==> src/hdl/tccs_pkg.sv <==
`default_nettype none
// ----------------------------------------------------------------------------
// Text console package
// Shared constants, command and result types, and back-end state encoding
// for the text console with cursor and scroll.
// ----------------------------------------------------------------------------
package tccs_pkg;

    // Widths of the item fields as they appear on the ports.
    localparam int CHAR_W      = 8;
    localparam int COLOR_W     = 8;
    localparam int CELL_W      = 16;
    localparam int ROW_FIELD_W = 5;
    localparam int COL_FIELD_W = 7;

    // Character and attribute codes.
    localparam logic [CHAR_W-1:0]  NEWLINE_CODE = 8'd10;
    localparam logic [CHAR_W-1:0]  BLANK_CODE   = 8'h20;
    localparam logic [COLOR_W-1:0] RESET_COLOR  = 8'h07;

    // Request type codes.
    localparam logic REQ_PUT  = 1'b0;
    localparam logic REQ_READ = 1'b1;

    // Depth of the command queue between front and back.
    localparam int CMDQ_DEPTH = 2;

    // Classified command kinds.
    typedef enum logic [1:0] {
        CMD_PUT,
        CMD_NEWLINE,
        CMD_READ,
        CMD_READ_OOR
    } t_cmd_kind;

    // One classified command as it travels through the queue.
    typedef struct packed {
        t_cmd_kind               kind;
        logic [CHAR_W-1:0]       char_code;
        logic [ROW_FIELD_W-1:0]  row;
        logic [COL_FIELD_W-1:0]  col;
    } t_cmd;

    // One result item.
    typedef struct packed {
        logic [CELL_W-1:0]       cell_data;
        logic [ROW_FIELD_W-1:0]  cursor_row;
        logic [COL_FIELD_W-1:0]  cursor_column;
    } t_result;

    // Back-end sequencer states.
    typedef enum logic {
        BK_IDLE,
        BK_RDATA
    } t_back_state;

endpackage
`default_nettype wire

==> src/hdl/tccs_front.sv <==
`default_nettype none
// ----------------------------------------------------------------------------
// Text console front end
// Accepts request beats, classifies them into commands and holds each one
// in a register until the command queue takes it.
// ----------------------------------------------------------------------------
module tccs_front #(
    parameter int ROWS    = 25,
    parameter int COLUMNS = 80
) (
    input  wire logic                                 i_clk,
    input  wire logic                                 i_rst_n,
    input  wire logic                                 i_push,
    input  wire logic                                 i_req_type,
    input  wire logic [tccs_pkg::CHAR_W-1:0]          i_char_code,
    input  wire logic [tccs_pkg::ROW_FIELD_W-1:0]     i_read_row,
    input  wire logic [tccs_pkg::COL_FIELD_W-1:0]     i_read_column,
    output logic                                      o_full,
    input  wire logic                                 i_q_full,
    output logic                                      o_cmd_valid,
    output tccs_pkg::t_cmd                            o_cmd
);
    import tccs_pkg::*;

    logic r_valid;
    logic n_valid;
    t_cmd r_cmd;
    t_cmd n_cmd;
    logic accept;
    logic in_range;

    // The stage is full only while its command cannot move on.
    assign o_full = r_valid && i_q_full;
    assign accept = i_push && !o_full;

    // Classify the incoming request.
    always_comb begin
        in_range = (32'(i_read_row) < ROWS) && (32'(i_read_column) < COLUMNS);
        n_cmd           = r_cmd;
        n_valid         = r_valid && i_q_full;
        if (accept) begin
            n_valid         = 1'b1;
            n_cmd.char_code = i_char_code;
            n_cmd.row       = i_read_row;
            n_cmd.col       = i_read_column;
            if (i_req_type == REQ_READ) begin
                n_cmd.kind = in_range ? CMD_READ : CMD_READ_OOR;
            end else if (i_char_code == NEWLINE_CODE) begin
                n_cmd.kind = CMD_NEWLINE;
            end else begin
                n_cmd.kind = CMD_PUT;
            end
        end
    end

    // Stage valid flag.
    always_ff @(posedge i_clk) begin
        if (!i_rst_n) begin
            r_valid <= 1'b0;
        end else begin
            r_valid <= n_valid;
        end
    end

    // Stage payload.
    always_ff @(posedge i_clk) begin
        r_cmd <= n_cmd;
    end

    assign o_cmd_valid = r_valid;
    assign o_cmd       = r_cmd;

endmodule
`default_nettype wire

==> config.mk <==
export PLATFORM = sky130hd
export DESIGN_NAME = tccs_front
export DESIGN_NICKNAME = d
export VERILOG_FILES = /design/src/hdl/tccs_pkg.sv /design/src/hdl/tccs_front.sv
export SDC_FILE = /design/constraint.sdc
export NUM_CORES = 1
export LEC_CHECK = 0
export CORE_UTILIZATION = 45
export CTS_BUF_LIST = sky130_fd_sc_hd__clkbuf_2
export CTS_CLUSTER_DIAMETER = 50
export DETAILED_ROUTE_END_ITERATION = 7
export DONT_BUFFER_PORTS = 1
export GPL_ROUTABILITY_DRIVEN = 0
export HOLD_SLACK_MARGIN = 0.1
export PLACE_DENSITY_LB_ADDON = 0.05
export SKIP_CTS_REPAIR_TIMING = 1
export SLEW_MARGIN = 20
export SYNTH_ARGS = -nofsm -noshare
export SYNTH_HDL_FRONTEND = slang
export SYNTH_SLANG_ARGS = --single-unit
export TNS_END_PERCENT = 20
==> constraint.sdc <==
create_clock -name i_clk -period 3.2 [get_ports i_clk]
set_input_delay 0.32 -clock i_clk [delete_from_list [all_inputs] [get_ports i_clk]]
set_output_delay 0.32 -clock i_clk [all_outputs]
set_load 0.02 [all_outputs]
==> results of run 1 <==
## state kept, by name, indices dropped and copies added (netlist names)
register	cells
o_cmd	22
o_cmd_valid	1
## through the flow
stage,hold slack (ps),total power [mW],instances,utilization [%]
final,207,0.521,75,67.2
after global routing,171,0.539,75,67.2
after CTS,71.2,0.502,52,52.1
after detailed placement,419,0.399,48,50.7
after global placement,419,0.398,48,50.7
after floorplan,419,0.395,32,-
## synth_stat cells
cell type | count | share of area, %
edfxtp_1 | 22 | 88
and2_1 | 1 | 0.83
nor4_2 | 1 | 1.7
o311ai_0 | 1 | 1.2
o21a_1 | 1 | 1.0
a21oi_1 | 1 | 0.67
dfxtp_1 | 1 | 2.7
and4bb_2 | 1 | 1.7
a31oi_1 | 1 | 0.83
o21ai_0 | 1 | 0.67
nor2b_1 | 1 | 0.83
## cell families (layout without fill, tap and decap cells)
family          after synthesis  in the layout
flops                        23             23
buf+inv                       0             27
compound gates                5              5
simple gates                  4              4
## how the worst max path moves through the flow
stage | end | slack (ps) | cells after the start
finish | o_cmd[15] | 1350 | 2
global route | o_cmd[16] | 1240 | 2
CTS | o_cmd[15] | 1340 | 2
detailed placement | o_cmd[3] | 1360 | 2
global placement | o_cmd[0] | 1420 | 2
floorplan | o_cmd[0] | 1130 | 2
## final cells by class
| class | instances | area (um2) | share of cell area [%] |
|---|---|---|---|
| Sequential cell | 23 | 681 | 66.5 |
| Clock inverter | 1 | 5.00 | 0.489 |
| Clock buffer | 3 | 15.0 | 1.47 |
| Tap cell | 16 | 20.0 | 1.96 |
| Multi-Input combinational cell | 9 | 72.6 | 7.09 |
| Timing Repair Buffer | 23 | 230 | 22.5 |
## metal layers
layer | GRT usage (%) | vias to the layer above | routed length (um)
li1 | - | 185 | -
met1 | 8.53 | 189 | 421
met2 | 20.0 | 29 | 691
met3 | 4.26 | 0 | 87
met4 | 5.63 | 0 | 0
met5 | 0 | - | 0
## critical path: stages (launching register included)
cell	delay, ps
dfxtp_1	420
and2_1	290
nor2b_2	790
## where the power goes
part	total, mW	internal [mW]	switching, mW	leakage, nW
Sequential	0.380	0.352	0.0274	0.221
Clock	0.107	0.0283	0.0784	0.0164
Combinational	0.0345	0.0219	0.0125	0.116
==> impl_metrics.tcl, run 1 <==
set metrics [dict create \
    drv_cap 0 \
    postRouteWirelength_mm 1.20 \
    worstPathArrival_ps 1820 \
    rsz0062_at_grt "false" \
    io_pins 49 \
    muxShareOfSynthArea_pct 0 \
    setup_ws_ps 1350 \
    drv_slew 0 \
    layout_common_cells "dlygate4sd3_1, edfxtp_1, clkbuf_2" \
    postRouteAntennaNets 0 \
    synth_compound_area_share_pct 4.33 \
    clk_latency_ps 310 \
    grtUsageTotal_pct 10.4 \
    start_util_pct 49.3 \
    hold_path.startpoint "i_req_type" \
    root_buffer "clkbuf_2" \
    path_clk_slew_ps 200 \
    holdPathStages 1 \
    max_slew.worst_pin.slew_ps 976 \
    vias 403 \
    portBuffers 0 \
    overflow 0 \
    pre_cts_ws_ps 1360 \
    finalHoldViolations 0 \
    r2r_end "o_cmd[15]" \
    fin_nets 85 \
    worstSetupEndpointType "flop" \
    n_fill_cell 101 \
    routedWlPerCell_um 16.0 \
    power.density_nw_per_um2 509 \
    crit_start "o_cmd_valid" \
    setup_tns_ps 0 \
    skew_ps 2.85 \
    hp-class "input port to flop" \
    vias_per_cell 5.37 \
    r2r_cells 2 \
    drt_pass1_iterations 2 \
    syn_nets 57 \
    ys_seq_elements 23 \
    syn_area_per_cell_um2 23.5 \
    layout_min_cycle_time_ps 1850 \
    holdPathEnd "o_cmd[20]" \
    core_area_um2 1520 \
    final_area_um2 1020 \
    htree_levels 1 \
    clkSinkCount 23 \
    cellLeakagePower_nw 0.354 \
    clock_path_buffers 2 \
    synth_cells 32 \
    grt_max_degree 23 \
    clock.fmax_ghz 0.540 \
    crit_type "flop to flop" \
    diodes 0 \
    syn2layout_area_growth_pct 36.3 \
    slew_headroom_pct 34.6 \
    synth_simple_gate_area_share_pct 5.00 \
    final_common_cell "dlygate4sd3_1" \
    die_y_um 42.8 \
    numCtsBuffers 3 \
    synthAdderAreaFrac_pct 0 \
    status "complete, no violations" \
    required_ps 3160 \
    grt_pass1_wl_mm 1.31 \
    cts_tree "built" \
    yosysWarnings 0 \
    yosysUniqueCellTypes 11 \
    die-area_um2 1840 \
    startpoint_type "flop" \
    setup_viol_count_final 0 \
    die_w_um 42.8 \
    syn_area_um2 751 \
    timing.rr.start "o_cmd_valid" \
    worst-path-max-fanout 22 \
    synth_top_family_by_area "simple AND/OR/NAND/NOR gates" \
    r2r_slack_ps 1350 \
    antenna_found_initial 0 \
    dp_hpwl_um 780 \
    ir_drop_uv 317 \
    yosysSeqAreaShare_pct 90.7 \
    drive_gt1_share_pct 11.9 \
    drt_iter0_markers 5 \
    num_rows 14 \
    postPlaceCellArea_um2 773 \
    synth-xor-area-share_pct 0 \
    post-route-drc-count 0 \
    finalCritPeriodShare_pct 57.9 \
    grt_pass1_vias 300 \
]
Power figures use the tool's default switching activity.
==> run 2, diff against run 1 <==
==> constraint.sdc (replaced) <==
create_clock -name i_clk -period 1.49 [get_ports i_clk]
set_input_delay 0.149 -clock i_clk [delete_from_list [all_inputs] [get_ports i_clk]]
set_output_delay 0.149 -clock i_clk [all_outputs]
set_load 0.02 [all_outputs]
==> impl_metrics.tcl, run 2 (synthesized netlist as in run 1, its figures left out) <==
set metrics [dict create \
    vias_per_cell 5.43 \
    clk_latency_ps 320 \
    worst-path-max-fanout 2 \
    overflow 0 \
    vias 418 \
    die_w_um 42.8 \
    setup_ws_ps 109 \
    drive_gt1_share_pct 14.8 \
    pre_cts_ws_ps 282 \
    htree_levels 1 \
    status "complete, no violations" \
    diodes 0 \
    power_mw 1.14 \
    core_area_um2 1520 \
    cellLeakagePower_nw 0.371 \
    clock_path_buffers 2 \
    ir_drop_uv 679 \
    setup_viol_count_final 0 \
    cp_cell_sequence "and2_1 > buf_4" \
    drt_iter0_markers 8 \
    holdWs_ps 119 \
    crit_slowest_cell "dfxtp_1" \
    grt_pass1_vias 350 \
    worstPathArrival_ps 1230 \
    final_core_util_pct 69.3 \
    slew_headroom_pct 72.1 \
    postRouteWirelength_mm 1.31 \
    holdPathStages 2 \
    grt_pass1_wl_mm 1.48 \
    grt_max_degree 23 \
    numCtsBuffers 3 \
    postRouteAntennaNets 0 \
    critPathBufInv 1 \
    holdPathEnd "o_cmd[20]" \
    final_common_cell "dlygate4sd3_1" \
    startpoint_type "flop" \
    max_slew.worst_pin.slew_ps 413 \
    finalCritPeriodShare_pct 92.7 \
    io_pins 49 \
    path_clk_slew_ps 210 \
    layout_common_cells "dlygate4sd3_1, edfxtp_1, clkbuf_2" \
    post-route-drc-count 0 \
    layout_min_cycle_time_ps 1380 \
    drt_pass1_iterations 4 \
    r2r_cells 3 \
    max_stage_delay_ps 510 \
    r2r_end "o_cmd[8]" \
    power.density_nw_per_um2 1080 \
    postPlaceCellArea_um2 806 \
    grtUsageTotal_pct 11.3 \
    hold_path.startpoint "i_read_column[6]" \
    num_rows 14 \
    cts_tree "built" \
    crit_type "flop to primary output" \
    r2r_slack_ps 240 \
    root_buffer "clkbuf_2" \
    final_cells 77 \
    die_y_um 42.8 \
    die-area_um2 1840 \
    rsz0062_at_grt "false" \
    worstSetupPathDepth 2 \
    antenna_found_initial 0 \
    skew_ps 13.1 \
    syn2layout_area_growth_pct 40.7 \
    portBuffers 0 \
    largest_reg_flops 22 \
    required_ps 1340 \
    routedWlPerCell_um 17.0 \
    hp-class "input port to flop" \
    final_area_um2 1060 \
    dp.cells 50 \
    cpLargestDelayFamily "flip-flops" \
    finalHoldViolations 0 \
    start_util_pct 49.3 \
    clock.fmax_ghz 0.724 \
    clkSinkCount 23 \
    drv_slew 0 \
    fin_nets 87 \
    timing.rr.start "o_cmd_valid" \
    worstSetupEndpointType "primary output" \
    drv_cap 0 \
    setup_tns_ps 0 \
]
==> run 2: cell count changes in the layout (fill, tap and decap cells not counted) <==
cell / change
buf_4: +1
buf_12: +1
nor2b_2: -1
nor2b_4: +1
==> run 2: how the worst max path moves through the flow <==
stage                            from        to
after detailed placement  o_cmd_valid  o_cmd[8]
after CTS                 o_cmd_valid    o_full
after global placement    o_cmd_valid  o_cmd[0]
final                     o_cmd_valid    o_full
after floorplan           o_cmd_valid  o_cmd[0]
after global routing      o_cmd_valid    o_full
==> run 2: cell type report <==
type	count	area, um2
fillers	90	468
repair buffers	25	258
flip-flops and latches	23	681
clock inverters	1	5.00
clock buffers	3	15.0
multi-input cells	9	77.6
well taps	16	20.0
==> run 2: power by group <==
group	total, mW	switching, mW	leakage (nW)	internal (mW)
registers	0.815	0.0593	0.221	0.756
logic	0.0875	0.0311	0.134	0.0564
clock network	0.235	0.174	0.0164	0.0609
==> run 2: routing by layer <==
metal,global-route usage (%),part of all wire [%],wire (um),vias to the layer above
met1,11.0,29,382,194
met5,0,0,0,-
met3,4.26,8.7,114,0
met2,20.3,62,815,34
li1,-,-,-,190
met4,5.63,0,0,0
