--- config.mk ---
export PLATFORM = sky130hd
export DESIGN_NAME = tccs_cmd_queue
export DESIGN_NICKNAME = d
export VERILOG_FILES = /design/src/hdl/tccs_pkg.sv /design/src/hdl/tccs_cmd_queue.sv
export SDC_FILE = /design/constraint.sdc
export NUM_CORES = 1
export LEC_CHECK = 0
export BUFFER_PORTS_ARGS = -buffer_cell sky130_fd_sc_hd__buf_2
export CAP_MARGIN = 20
export CORE_MARGIN = 2
export CORE_UTILIZATION = 40
export CTS_CLUSTER_DIAMETER = 30
export DETAILED_ROUTE_END_ITERATION = 12
export PLACE_DENSITY = 0.71
export SYNTH_ARGS = -nofsm -noshare
export SYNTH_HDL_FRONTEND = slang
export SYNTH_SLANG_ARGS = --single-unit
export TNS_END_PERCENT = 30
--- constraint.sdc ---
create_clock -name i_clk -period 1.9 [get_ports i_clk]
set_input_delay 0.095 -clock i_clk [delete_from_list [all_inputs] [get_ports i_clk]]
set_output_delay 0.095 -clock i_clk [all_outputs]
set_load 0.02 [all_outputs]
--- src/hdl/tccs_pkg.sv ---
`default_nettype none
// ----------------------------------------------------------------------------
// Text console package
// Shared constants, command and result types, and back-end state encoding
// for the text console with cursor and scroll.
// ----------------------------------------------------------------------------
package tccs_pkg;

    // Widths of the item fields as they appear on the ports.
    localparam int CHAR_W      = 8;
    localparam int COLOR_W     = 8;
    localparam int CELL_W      = 16;
    localparam int ROW_FIELD_W = 5;
    localparam int COL_FIELD_W = 7;

    // Character and attribute codes.
    localparam logic [CHAR_W-1:0]  NEWLINE_CODE = 8'd10;
    localparam logic [CHAR_W-1:0]  BLANK_CODE   = 8'h20;
    localparam logic [COLOR_W-1:0] RESET_COLOR  = 8'h07;

    // Request type codes.
    localparam logic REQ_PUT  = 1'b0;
    localparam logic REQ_READ = 1'b1;

    // Depth of the command queue between front and back.
    localparam int CMDQ_DEPTH = 2;

    // Classified command kinds.
    typedef enum logic [1:0] {
        CMD_PUT,
        CMD_NEWLINE,
        CMD_READ,
        CMD_READ_OOR
    } t_cmd_kind;

    // One classified command as it travels through the queue.
    typedef struct packed {
        t_cmd_kind               kind;
        logic [CHAR_W-1:0]       char_code;
        logic [ROW_FIELD_W-1:0]  row;
        logic [COL_FIELD_W-1:0]  col;
    } t_cmd;

    // One result item.
    typedef struct packed {
        logic [CELL_W-1:0]       cell_data;
        logic [ROW_FIELD_W-1:0]  cursor_row;
        logic [COL_FIELD_W-1:0]  cursor_column;
    } t_result;

    // Back-end sequencer states.
    typedef enum logic {
        BK_IDLE,
        BK_RDATA
    } t_back_state;

endpackage
`default_nettype wire

--- src/hdl/tccs_cmd_queue.sv ---
`default_nettype none
// ----------------------------------------------------------------------------
// Text console command queue
// Short first-in first-out queue of classified commands between the front
// end and the back end.
// ----------------------------------------------------------------------------
module tccs_cmd_queue (
    input  wire logic           i_clk,
    input  wire logic           i_rst_n,
    input  wire logic           i_push,
    input  wire tccs_pkg::t_cmd i_cmd,
    output logic                o_full,
    input  wire logic           i_pop,
    output logic                o_empty,
    output tccs_pkg::t_cmd      o_cmd
);
    import tccs_pkg::*;

    localparam int PW = (CMDQ_DEPTH > 1) ? $clog2(CMDQ_DEPTH) : 1;
    localparam int NW = $clog2(CMDQ_DEPTH + 1);

    t_cmd          r_mem [CMDQ_DEPTH];
    logic [PW-1:0] r_wptr;
    logic [PW-1:0] r_rptr;
    logic [NW-1:0] r_count;
    logic [PW-1:0] n_wptr;
    logic [PW-1:0] n_rptr;
    logic [NW-1:0] n_count;
    logic          do_push;
    logic          do_pop;

    assign o_full  = (r_count == NW'(CMDQ_DEPTH));
    assign o_empty = (r_count == '0);
    assign do_push = i_push && !o_full;
    assign do_pop  = i_pop && !o_empty;
    assign o_cmd   = r_mem[r_rptr];

    // Pointer and count update.
    always_comb begin
        n_wptr  = r_wptr;
        n_rptr  = r_rptr;
        n_count = r_count;
        if (do_push) begin
            n_wptr = (r_wptr == PW'(CMDQ_DEPTH - 1)) ? '0 : r_wptr + PW'(1);
        end
        if (do_pop) begin
            n_rptr = (r_rptr == PW'(CMDQ_DEPTH - 1)) ? '0 : r_rptr + PW'(1);
        end
        if (do_push && !do_pop) begin
            n_count = r_count + NW'(1);
        end else if (do_pop && !do_push) begin
            n_count = r_count - NW'(1);
        end
    end

    // Control registers.
    always_ff @(posedge i_clk) begin
        if (!i_rst_n) begin
            r_wptr  <= '0;
            r_rptr  <= '0;
            r_count <= '0;
        end else begin
            r_wptr  <= n_wptr;
            r_rptr  <= n_rptr;
            r_count <= n_count;
        end
    end

    // Queue storage.
    always_ff @(posedge i_clk) begin
        if (do_push) begin
            r_mem[r_wptr] <= i_cmd;
        end
    end

endmodule
`default_nettype wire

==> metrics.md, run 1 <==
| Metric | Value |
|---|---|
| Clock Latency Late Sink | `0.29 ns` |
| Diode count | `0` |
| Worst Path Required | `2.13 ns` |
| Mapped Area | `1810 sq um` |
| Skew final | `0.00421 ns` |
| Die width | `71.3 microns` |
| RSZ-0062 raised after global routing | `no` |
| Sequential Area | `1420 sq um` |
| Ports | `50` |
| Max_cap viols | `0` |
| # setup viols final | `0` |
| Hold/Removal Path Class | `primary input to register` |
| Rel. slew slack | `0.856` |
| H-tree levels | `2` |
| Power density cells | `1270 nW/um^2` |
| Fillers | `346` |
| CTS tree | `done` |
| Final Hold Vio Count | `0` |
| Final instance area | `2480 sq um` |
| Synthesis-to-finish area growth | `36.9%` |
| CP Cell Sequence | `nand2b_1 -> inv_2 -> nor2_1 -> ha_1 -> or3_1 -> a21boi_1` |
| Initial Util | `0.416` |
| Max FO, Critical Path | `5` |
| Overall Power | `3.14 mW` |
| Via count of the first global-routing pass | `1146` |
| GP Congestion | `0.704` |
| First DRT Iteration DRCs | `32` |
| CTS root buffer | `clkbuf_8` |
| Mean Syn Cell Area | `19.5 sq um` |
| Finished Layout Cells | `227` |
| Maximum vdd drop | `0.679 mV` |
| Antenna Violating Nets Remaining | `0` |
| WP buf/inv | `1` |
| CP delay by family, top | `simple AND/OR/NAND/NOR gates` |
| Wire per inst | `15.2 microns` |
| Fmax | `0.586 GHz` |
| Core footprint | `4350 sq um` |
| DR vias | `1087` |
| Sequential share of the synthesized area | `0.784` |
| Placed cells | `198` |
| Post-CTS Setup Bufs | `0` |
| Slew of the pin with the lowest slew margin | `0.215 ns` |
| Gr ovfl total | `0` |
| Worst setup SP type | `register` |
| HPWL after detailed placement | `2.38 mm` |
| Synthesized instance count | `93` |
| Crit Path Class | `register to register` |
| Placed cell area | `2160 sq um` |
| Leading cell type in the layout, fill and taps excluded | `buf_2` |
| Residual DRC | `0` |
| Outcome | `completed` |
| Syn_nets | `120` |
| #FFs+latches synth | `49` |
| Most frequent cells in the layout | `buf_2 (49), edfxtp_1 (44), mux2_2 (22)` |
| Post-Route WL | `3.45 mm` |
| CTS clock-pin slew for the worst setup and hold paths | `0.08 ns` |
| WP data arrival | `1.94 ns` |
| Drt first pass iters | `4` |
| Tmin final | `1.71 ns` |
| Die Ht | `71.3 microns` |
| TNS Setup | `0 ns` |
| Sink Count | `49` |
| # rows | `24` |
| CTS buffer count | `5` |
| DR vias/cell | `4.79` |
| Final layout net count | `201` |
| CP max stage cell | `dfxtp_1` |
| Period utilization | `0.899` |
| Port bufs | `49` |
| Largest net degree at the start of global routing | `15` |
| Antenna violations before repair | `0` |
| Share of cells above drive strength 1 | `0.486` |
| CP peak stage delay | `0.43 ns` |
| Die ar. | `5090 sq um` |
| First-pass GRT wire length | `5.31 mm` |
| Maximum clock path buffer count | `2` |
| LEAKAGE | `0.960 nW` |
| Fin. max-slew vios | `0` |
| Crit. End Element | `register` |
| Utilization after layout | `0.570` |
| Area occupied by multi-input gates | `380 sq um` |
| Syn. warnings | `0` |
| Yosys cell types | `20` |
| Gr usage total | `0.142` |
-- final timing paths --
check	endpoint	slack, ns	cells past startpoint	from
max	r_count[1]$_SDFFE_PN0P_	0.19	6	r_count[0]$_SDFFE_PN0P_
min	r_mem[0][14]$_DFFE_PP_	0.02	1	i_cmd[14]
max reg2reg	r_count[1]$_SDFFE_PN0P_	0.19	6	r_count[0]$_SDFFE_PN0P_
min reg2reg	r_count[1]$_SDFFE_PN0P_	0.57	2	r_count[1]$_SDFFE_PN0P_
-- worst register-to-register path, stage by stage (launching register included) --
cell	delay, ns
dfxtp_1	0.43
nand2b_1	0.21
inv_2	0.09
nor2_1	0.12
ha_1	0.28
or3_1	0.38
a21boi_1	0.14
-- power by group --
group | switching (mW) | total, mW | leakage, nW | internal, mW
logic | 0.580 | 1.02 | 0.455 | 0.444
registers | 0.0617 | 1.42 | 0.452 | 1.36
clock network | 0.309 | 0.697 | 0.0528 | 0.388
total | 0.950 | 3.14 | 0.960 | 2.19
-- sequential cells by signal, indices dropped and copies added, names as in the netlist, named ones only --
name and flops:
r_wptr 1, r_rptr 1, r_count 2, r_mem 44
-- cells by family (layout without fill, tap and decap cells) --
kind of cell,Yosys count,after routing,share of synthesized area
flops,49,49,0.784
mux,22,22,0.137
simple gates,9,9,0.0304
compound gates,5,5,0.0179
buf+inv,4,86,0.00966
xor+xnor,3,3,0.0145
fa+ha+maj,1,1,0.00690
-- stage by stage --
| step | setup slack [ns] | hold slack, ns |
|---|---|---|
| 3_5_place_dp | 0.221 | 0.287 |
| 3_3_place_gp | 0.404 | 0.284 |
| 4_1_cts | 0.215 | 0.00400 |
| 5_1_grt | 0.138 | 0.000874 |
| 6_report | 0.192 | 0.0153 |
| 2_1_floorplan | 0.290 | 0.194 |
-- repair_timing --
item | CTS | global route
hold endpoints to repair | 40 | 2
setup endpoints to repair | 0 | 0
hold buffers | 20 | 1
resized for setup | 0 | 0
-- Yosys cell counts --
master    instances  area share
and3_1            1      0.0035
inv_1             1      0.0021
xnor2_1           2      0.0097
nor3_2            1      0.0055
or3_1             1      0.0035
a21boi_0          1      0.0041
o21a_1            1      0.0041
nor2_1            2      0.0041
o21ai_0           1      0.0028
buf_2             2      0.0055
xor2_1            1      0.0048
and2_1            3       0.010
dfxtp_1           5       0.055
o21ai_1           1      0.0028
nand2b_1          1      0.0035
ha_1              1      0.0069
edfxtp_1         44        0.73
inv_2             1      0.0021
mux2_2           22        0.14
a21boi_1          1      0.0041
-- final cells by class --
type,instances,area share
flip-flops and latches,49,0.573
repair buffers,76,0.202
well taps,52,0.0262
inverters,2,0.00303
clock inverters,2,0.0136
clock buffers,6,0.0292
multi-input cells,40,0.153
-- layer usage --
metal	GRT usage	routed length [microns]	vias to the layer above	share of wire
met3	0.0492	192	0	0.056
li1	-	-	514	-
met5	0	0	-	0
met2	0.277	1910	34	0.55
met4	0.0252	0	0	0
met1	0.146	1350	539	0.39
(Power assumes the default switching activity.)
==> run 2, diff against run 1 <==
--- a/config.mk
+++ b/config.mk
@@ -9,6 +9,7 @@
 export CAP_MARGIN = 20
 export CORE_MARGIN = 2
 export CORE_UTILIZATION = 40
+export CTS_BUF_LIST = sky130_fd_sc_hd__clkbuf_4
 export CTS_CLUSTER_DIAMETER = 30
 export DETAILED_ROUTE_END_ITERATION = 12
 export PLACE_DENSITY = 0.71
==> run 2 against run 1 <==
Cell count grew 0.88%; total power is 3.4% lower; register-to-register slack hardly changed; sequential share of layout area increased by 0.17 points; fmax decreased by 0.19%; design area is 0.30% lower; critical path depth unchanged; count of clock-buffer cells in the layout is the same; combinational power about the same; die area is the same; largest cell class unchanged; largest power group unchanged; highest routed layer is now met4.
==> metrics.md, run 2 (same netlist as run 1, synthesis figures left out) <==
| Metric | Value |
|---|---|
| CTS tree | `done` |
| Fmax | `0.585 GHz (-0.19%)` |
| Port bufs | `49 (unchanged)` |
| Hold/Removal Path Class | `primary input to register` |
| Period utilization | `0.900 (+0.00173)` |
| M1 WL | `1.34 mm (-0.30%)` |
| Max reg flops | `44 (unchanged)` |
| Crit. Startpoint | `r_count[0]$_SDFFE_PN0P_` |
| R2R depth | `6 (unchanged)` |
| Diode count | `0 (unchanged)` |
| Wire per inst | `15.0 microns (-1.1%)` |
| Core footprint | `4350 sq um (unchanged)` |
| Tmin final | `1.71 ns (+0.00329 ns)` |
| CP Cell Sequence | `nand2b_1 -> inv_2 -> nor2_1 -> ha_1 -> or3_1 -> a21boi_1` |
| Worst Path Required | `2.20 ns (+0.07 ns)` |
| Post-Route WL | `3.44 mm (-0.26%)` |
| Final layout net count | `203 (+1.0%)` |
| Critical path destination | `r_count[1]$_SDFFE_PN0P_` |
| CTS clock-pin slew for the worst setup and hold paths | `0.13 ns (+0.05 ns)` |
| Antenna Violating Nets Remaining | `0 (unchanged)` |
| Power density cells | `1230 nW/um^2 (-3.1%)` |
| Reg-to-reg endpoint | `r_count[1]$_SDFFE_PN0P_` |
| CTS buffer count | `5 (unchanged)` |
| Cell internal pwr | `2.09 mW (-4.5%)` |
| Worst setup SP type | `register` |
| Outcome | `completed` |
| Met2 WL post-DR | `1.86 mm (-2.7%)` |
| Psw | `0.941 mW (-0.94%)` |
| Ports | `50 (unchanged)` |
| Biggest regs | `r_mem (44), r_count (2)` |
| # setup viols final | `0 (unchanged)` |
| CP delay by family, top | `simple AND/OR/NAND/NOR gates` |
| Die Ht | `71.3 microns (unchanged)` |
| Final Hold Vio Count | `0 (unchanged)` |
| Most frequent cells in the layout | `buf_2 (49), edfxtp_1 (44), dlygate4sd3_1 (23)` |
| Utilization after layout | `0.568 (-0.00172)` |
| Gr usage total | `0.144 (+0.00245)` |
| Share of cells above drive strength 1 | `0.486 (about the same)` |
| Max_cap viols | `0 (unchanged)` |
| Crit Path Class | `register to register` |
| Largest net degree at the start of global routing | `15 (unchanged)` |
| H-tree levels | `2 (unchanged)` |
| Rel. slew slack | `0.853 (-0.00283)` |
| Crit path depth | `6 (unchanged)` |
| Initial Util | `0.416 (unchanged)` |
| Max FO, Critical Path | `5 (unchanged)` |
| Crit. End Element | `register` |
| Maximum clock path buffer count | `2 (unchanged)` |
| Die ar. | `5090 sq um (unchanged)` |
| Sw Share | `0.310 (+0.00771)` |
| GP Congestion | `0.704 (unchanged)` |
| # rows | `24 (unchanged)` |
| HPWL after detailed placement | `2.38 mm (unchanged)` |
| Post-CTS Setup Bufs | `0 (unchanged)` |
| CP max stage cell | `dfxtp_1` |
| Fin. max-slew vios | `0 (unchanged)` |
| Sink Count | `49 (unchanged)` |
| Gr ovfl total | `0 (unchanged)` |
| Reg with most FFs | `r_mem` |
| TNS Setup | `0 ns (unchanged)` |
| DR vias/cell | `4.79 (+0.13%)` |
| Max layer used | `met4` |
| Synthesis-to-finish area growth | `36.4%` |
| Skew final | `0.00501 ns (+0.000796 ns)` |
| Die width | `71.3 microns (unchanged)` |
| Residual DRC | `0 (unchanged)` |
| R2r startpoint | `r_count[0]$_SDFFE_PN0P_` |
| Clk pwr share | `0.194 (-0.028)` |
| CTS root buffer | `clkbuf_4` |
| RSZ-0062 raised after global routing | `no` |
| Met3 wire len | `206 microns (+7.3%)` |
| Drt first pass iters | `4 (unchanged)` |
| WP buf/inv | `1 (unchanged)` |
| First DRT Iteration DRCs | `22 (-31%)` |
| Logic pwr share | `0.339 (+0.013)` |
| Flop pwr share | `0.468 (+0.016)` |
| LEAKAGE | `0.959 nW (-0.12%)` |
| CP peak stage delay | `0.44 ns (about the same)` |
| Reg2reg setup slack | `0.19 ns (about the same)` |
| Maximum vdd drop | `0.663 mV (-2.2%)` |
| Slew of the pin with the lowest slew margin | `0.218 ns (+0.00385 ns)` |
| Via count of the first global-routing pass | `1152 (+0.52%)` |
| Clock Latency Late Sink | `0.35 ns (+0.06 ns)` |
| Leading cell type in the layout, fill and taps excluded | `buf_2` |
| DR vias | `1098 (+1.0%)` |
| First-pass GRT wire length | `5.35 mm (+0.64%)` |
| Antenna violations before repair | `0 (unchanged)` |
| WP data arrival | `2.01 ns (+0.07 ns)` |
==> run 2: cell types whose count changed in the layout (fill, tap and decap cells not counted) <==
cell and delta:
clkbuf_1 -1, dlygate4sd3_1 +2, clkbuf_4 +6, clkbuf_8 -5
==> run 2: what timing repair did <==
item,CTS,global route
hold buffers,23,0
gates resized for setup,0,0
hold endpoints to repair,48,0
==> run 2: layout make-up <==
type                            count  area, sq um
Fill cell                         349         1880
Tap cell                           52         65.1
Clock inverter                      2         33.8
Sequential cell                    49         1420
Clock buffer                        6         45.0
Multi-Input combinational cell     40          380
Inverter                            2         7.51
Timing Repair Buffer               78          520
==> run 2: layer usage <==
metal	vias up	track usage
met3	4	0.0534
met5	-	0
li1	518	-
met1	544	0.151
met2	32	0.271
met4	0	0.0377
==> run 2: stage by stage <==
| stage | hold WS, ns | std cells | worst slack (ns) | power (mW) | instance area [sq um] |
|---|---|---|---|---|---|
| 2_1_floorplan | 0.194 | 93 | 0.290 | 2.10 | 1820 |
| 3_3_place_gp | 0.284 | 198 | 0.404 | 2.39 | 2160 |
| 3_5_place_dp | 0.287 | 198 | 0.221 | 2.45 | 2160 |
| 4_1_cts | 0.136 | 229 | 0.205 | 3.07 | 2470 |
| 5_1_grt | 0.134 | 229 | 0.128 | 3.19 | 2470 |
| 6_report | 0.160 | 229 | 0.189 | 3.03 | 2470 |
==> run 2: power by group through the flow <==
| stage | Combinational, mW | Sequential (mW) | Clock (mW) |
|---|---|---|---|
| 2_1_floorplan | 0.671 | 1.43 | 0 |
| 3_3_place_gp | 0.957 | 1.43 | 0 |
| 3_5_place_dp | 1.00 | 1.44 | 0 |
| 4_1_cts | 1.04 | 1.42 | 0.608 |
| 5_1_grt | 1.10 | 1.43 | 0.652 |
| 6_report | 1.03 | 1.42 | 0.587 |
==> run 2: worst min path at each step <==
stage | start | end | slack, ns | depth (start not counted)
2_1_floorplan | i_cmd[0] | r_mem[0][0]$_DFFE_PP_ | 0.19 | 0
3_3_place_gp | i_cmd[15] | r_mem[1][15]$_DFFE_PP_ | 0.28 | 1
3_5_place_dp | i_cmd[5] | r_mem[0][5]$_DFFE_PP_ | 0.29 | 1
4_1_cts | i_push | r_wptr$_SDFFE_PN0P_ | 0.14 | 3
5_1_grt | i_push | r_wptr$_SDFFE_PN0P_ | 0.13 | 3
6_report | i_push | r_wptr$_SDFFE_PN0P_ | 0.16 | 3
==> run 2: worst register-to-register path, delay by kind of cell, from the launching register on <==
kind	cells	cell delay, ns
compound gates	1	0.14
fa+ha+maj	1	0.28
buf+inv	1	0.09
flops	1	0.44
simple gates	3	0.71
==> run 3, diff against run 2 <==
--- a/config.mk
+++ b/config.mk
@@ -13,6 +13,7 @@
 export CTS_CLUSTER_DIAMETER = 30
 export DETAILED_ROUTE_END_ITERATION = 12
 export PLACE_DENSITY = 0.71
+export SETUP_SLACK_MARGIN = 0.3
 export SYNTH_ARGS = -nofsm -noshare
 export SYNTH_HDL_FRONTEND = slang
 export SYNTH_SLANG_ARGS = --single-unit
==> run 3 against run 2 <==
Die area stayed put; setup slack better by 0.18 ns; core utilization is 0.32 points higher; count of clock-buffer cells in the layout is 1 lower; combinational power hardly changed; highest routed layer unchanged.
==> metrics.md, run 3 (same netlist as run 1, synthesis figures left out) <==
| Metric | Value |
|---|---|
| Outcome | `completed` |
| Share of cells above drive strength 1 | `0.503 (+0.0169)` |
| Clock Latency Late Sink | `0.36 ns (about the same)` |
| Post-Route WL | `3.40 mm (-1.1%)` |
| Gr usage total | `0.146 (+0.00125)` |
| Worst setup SP type | `register` |
| GRT met2 Usage | `0.263 (-0.00720)` |
| Sink Count | `49 (unchanged)` |
| Max_cap viols | `0 (unchanged)` |
| Dpl ws | `0.372 ns (+0.151 ns)` |
| CTS root buffer | `clkbuf_4` |
| Overall Power | `3.05 mW (+0.40%)` |
| DR vias/cell | `4.74 (-1.2%)` |
| H-tree levels | `2 (unchanged)` |
| Hold/Removal Path Class | `primary input to register` |
| TNS Setup | `0 ns (unchanged)` |
| Skew final | `0.0160 ns (+0.0110 ns)` |
| Crit. End Element | `register` |
| R2r startpoint | `r_count[0]$_SDFFE_PN0P_` |
| Die ar. | `5090 sq um (unchanged)` |
| R2R depth | `6 (unchanged)` |
| Fin. max-slew vios | `0 (unchanged)` |
| Initial Util | `0.416 (unchanged)` |
| GP Congestion | `0.670 (-4.9%)` |
| Placed cell area | `2170 sq um (+0.40%)` |
| Leading cell type in the layout, fill and taps excluded | `buf_2` |
| Most frequent cells in the layout | `buf_2 (49), edfxtp_1 (44), dlygate4sd3_1 (23)` |
| Post-CTS Setup Bufs | `0 (unchanged)` |
| Largest net degree at the start of global routing | `16 (+1)` |
| Max reg flops | `44 (unchanged)` |
| HPWL after detailed placement | `2.26 mm (-4.9%)` |
| Final Hold Vio Count | `0 (unchanged)` |
| Rel. slew slack | `0.857 (+0.00423)` |
| Final instance area | `2490 sq um (+0.56%)` |
| CTS tree | `done` |
| Max FO, Critical Path | `5 (unchanged)` |
| Die width | `71.3 microns (unchanged)` |
| Wire per inst | `14.9 microns (-1.1%)` |
| Period utilization | `0.808 (-0.0927)` |
| Met3 Resource Use GR | `0.0450 (-0.00844)` |
| Via count of the first global-routing pass | `1181 (+2.5%)` |
| CTS buffer count | `5 (unchanged)` |
| Drt first pass iters | `4 (unchanged)` |
| Gr busiest metal | `met2` |
| Minimum hold slack | `0.123 ns (-0.0367 ns)` |
| First-pass GRT wire length | `5.62 mm (+5.2%)` |
| Biggest regs | `r_mem (44), r_count (2)` |
| Reg2reg setup slack | `0.37 ns (+0.18 ns)` |
| Crit Path Class | `register to register` |
| Reg with most FFs | `r_mem` |
| LEAKAGE | `0.959 nW (about the same)` |
| Maximum clock path buffer count | `2 (unchanged)` |
| Min-delay src | `i_push` |
| RSZ-0062 raised after global routing | `yes` |
| Antenna Violating Nets Remaining | `0 (unchanged)` |
| Gr ovfl total | `0 (unchanged)` |
| Worst Hold End | `r_wptr$_SDFFE_PN0P_` |
| Hold depth | `3 (unchanged)` |
| Diode count | `0 (unchanged)` |
| CTS clock-pin slew for the worst setup and hold paths | `0.13 ns (about the same)` |
| Worst Path Required | `2.18 ns (-0.02 ns)` |
| Die Ht | `71.3 microns (unchanged)` |
| Fmax | `0.652 GHz (+11%)` |
| Final Worst Setup Slack | `0.365 ns (+0.176 ns)` |
| Maximum vdd drop | `0.571 mV (-14%)` |
| Tmin final | `1.53 ns (-0.176 ns)` |
| # setup viols final | `0 (unchanged)` |
| Residual DRC | `0 (unchanged)` |
| WP data arrival | `1.82 ns (-0.19 ns)` |
| Core footprint | `4350 sq um (unchanged)` |
| Reg-to-reg endpoint | `r_count[1]$_SDFFE_PN0P_` |
| DR vias | `1085 (-1.2%)` |
| M1 GR Usage | `0.167 (+0.0161)` |
| First DRT Iteration DRCs | `58 (+160%)` |
| Synthesis-to-finish area growth | `37.2%` |
| Power density cells | `1220 nW/um^2 (-0.16%)` |
| Ports | `50 (unchanged)` |
| Final layout net count | `203 (unchanged)` |
| Antenna violations before repair | `0 (unchanged)` |
| # rows | `24 (unchanged)` |
| Port bufs | `49 (unchanged)` |
| Slew of the pin with the lowest slew margin | `0.213 ns (-0.00546 ns)` |
-- run 3: metal layers --
layer | vias to the layer above | share of wire
met5 | - | 0
met4 | 0 | 0.011
met3 | 6 | 0.046
met2 | 29 | 0.55
met1 | 526 | 0.39
li1 | 524 | -
-- run 3: how the worst max path moves through the flow --
stage / from / to / slack, ns / depth (start not counted)
4_1_cts: r_count[1]$_SDFFE_PN0P_ / r_count[1]$_SDFFE_PN0P_ / 0.34 / 6
3_3_place_gp: r_count[0]$_SDFFE_PN0P_ / r_count[1]$_SDFFE_PN0P_ / 0.45 / 6
5_1_grt: r_count[0]$_SDFFE_PN0P_ / r_count[1]$_SDFFE_PN0P_ / 0.29 / 6
6_report: r_count[0]$_SDFFE_PN0P_ / r_count[1]$_SDFFE_PN0P_ / 0.37 / 6
3_5_place_dp: r_count[1]$_SDFFE_PN0P_ / r_count[1]$_SDFFE_PN0P_ / 0.37 / 6
2_1_floorplan: r_count[0]$_SDFFE_PN0P_ / r_mem[0][0]$_DFFE_PP_ / 0.31 / 3
-- run 3: critical path: stages (launching register included) --
cell      delay (ns)
dfxtp_2         0.40
nand2b_4        0.15
inv_2           0.05
nor2_1          0.11
ha_1            0.28
or3_1           0.35
a21boi_1        0.14
-- run 3: stage by stage --
step,utilization,instances
floorplan,-,93
global placement,0.499,198
detailed placement,0.499,198
CTS,0.570,229
global route,0.571,229
finish,0.571,229
-- run 3: timing repair --
item                                    in CTS  in global routing
resized for setup                            0                  2
hold endpoints to repair                    48                  0
hold buffers                                23                  0
endpoints found under the setup margin       0                 10
-- run 3: power breakdown --
group	total, mW	switching (mW)	leakage [nW]	internal, mW
registers	1.43	0.0688	0.453	1.36
clock network	0.584	0.312	0.0389	0.273
logic	1.03	0.567	0.467	0.464
total	3.05	0.948	0.959	2.10
-- run 3: area by class of cell --
class	instances	area (sq um)
Clock buffer	5	37.5
Clock inverter	3	41.3
Fill cell	364	1870
Inverter	2	7.51
Multi-Input combinational cell	40	388
Sequential cell	49	1420
Tap cell	52	65.1
Timing Repair Buffer	78	524
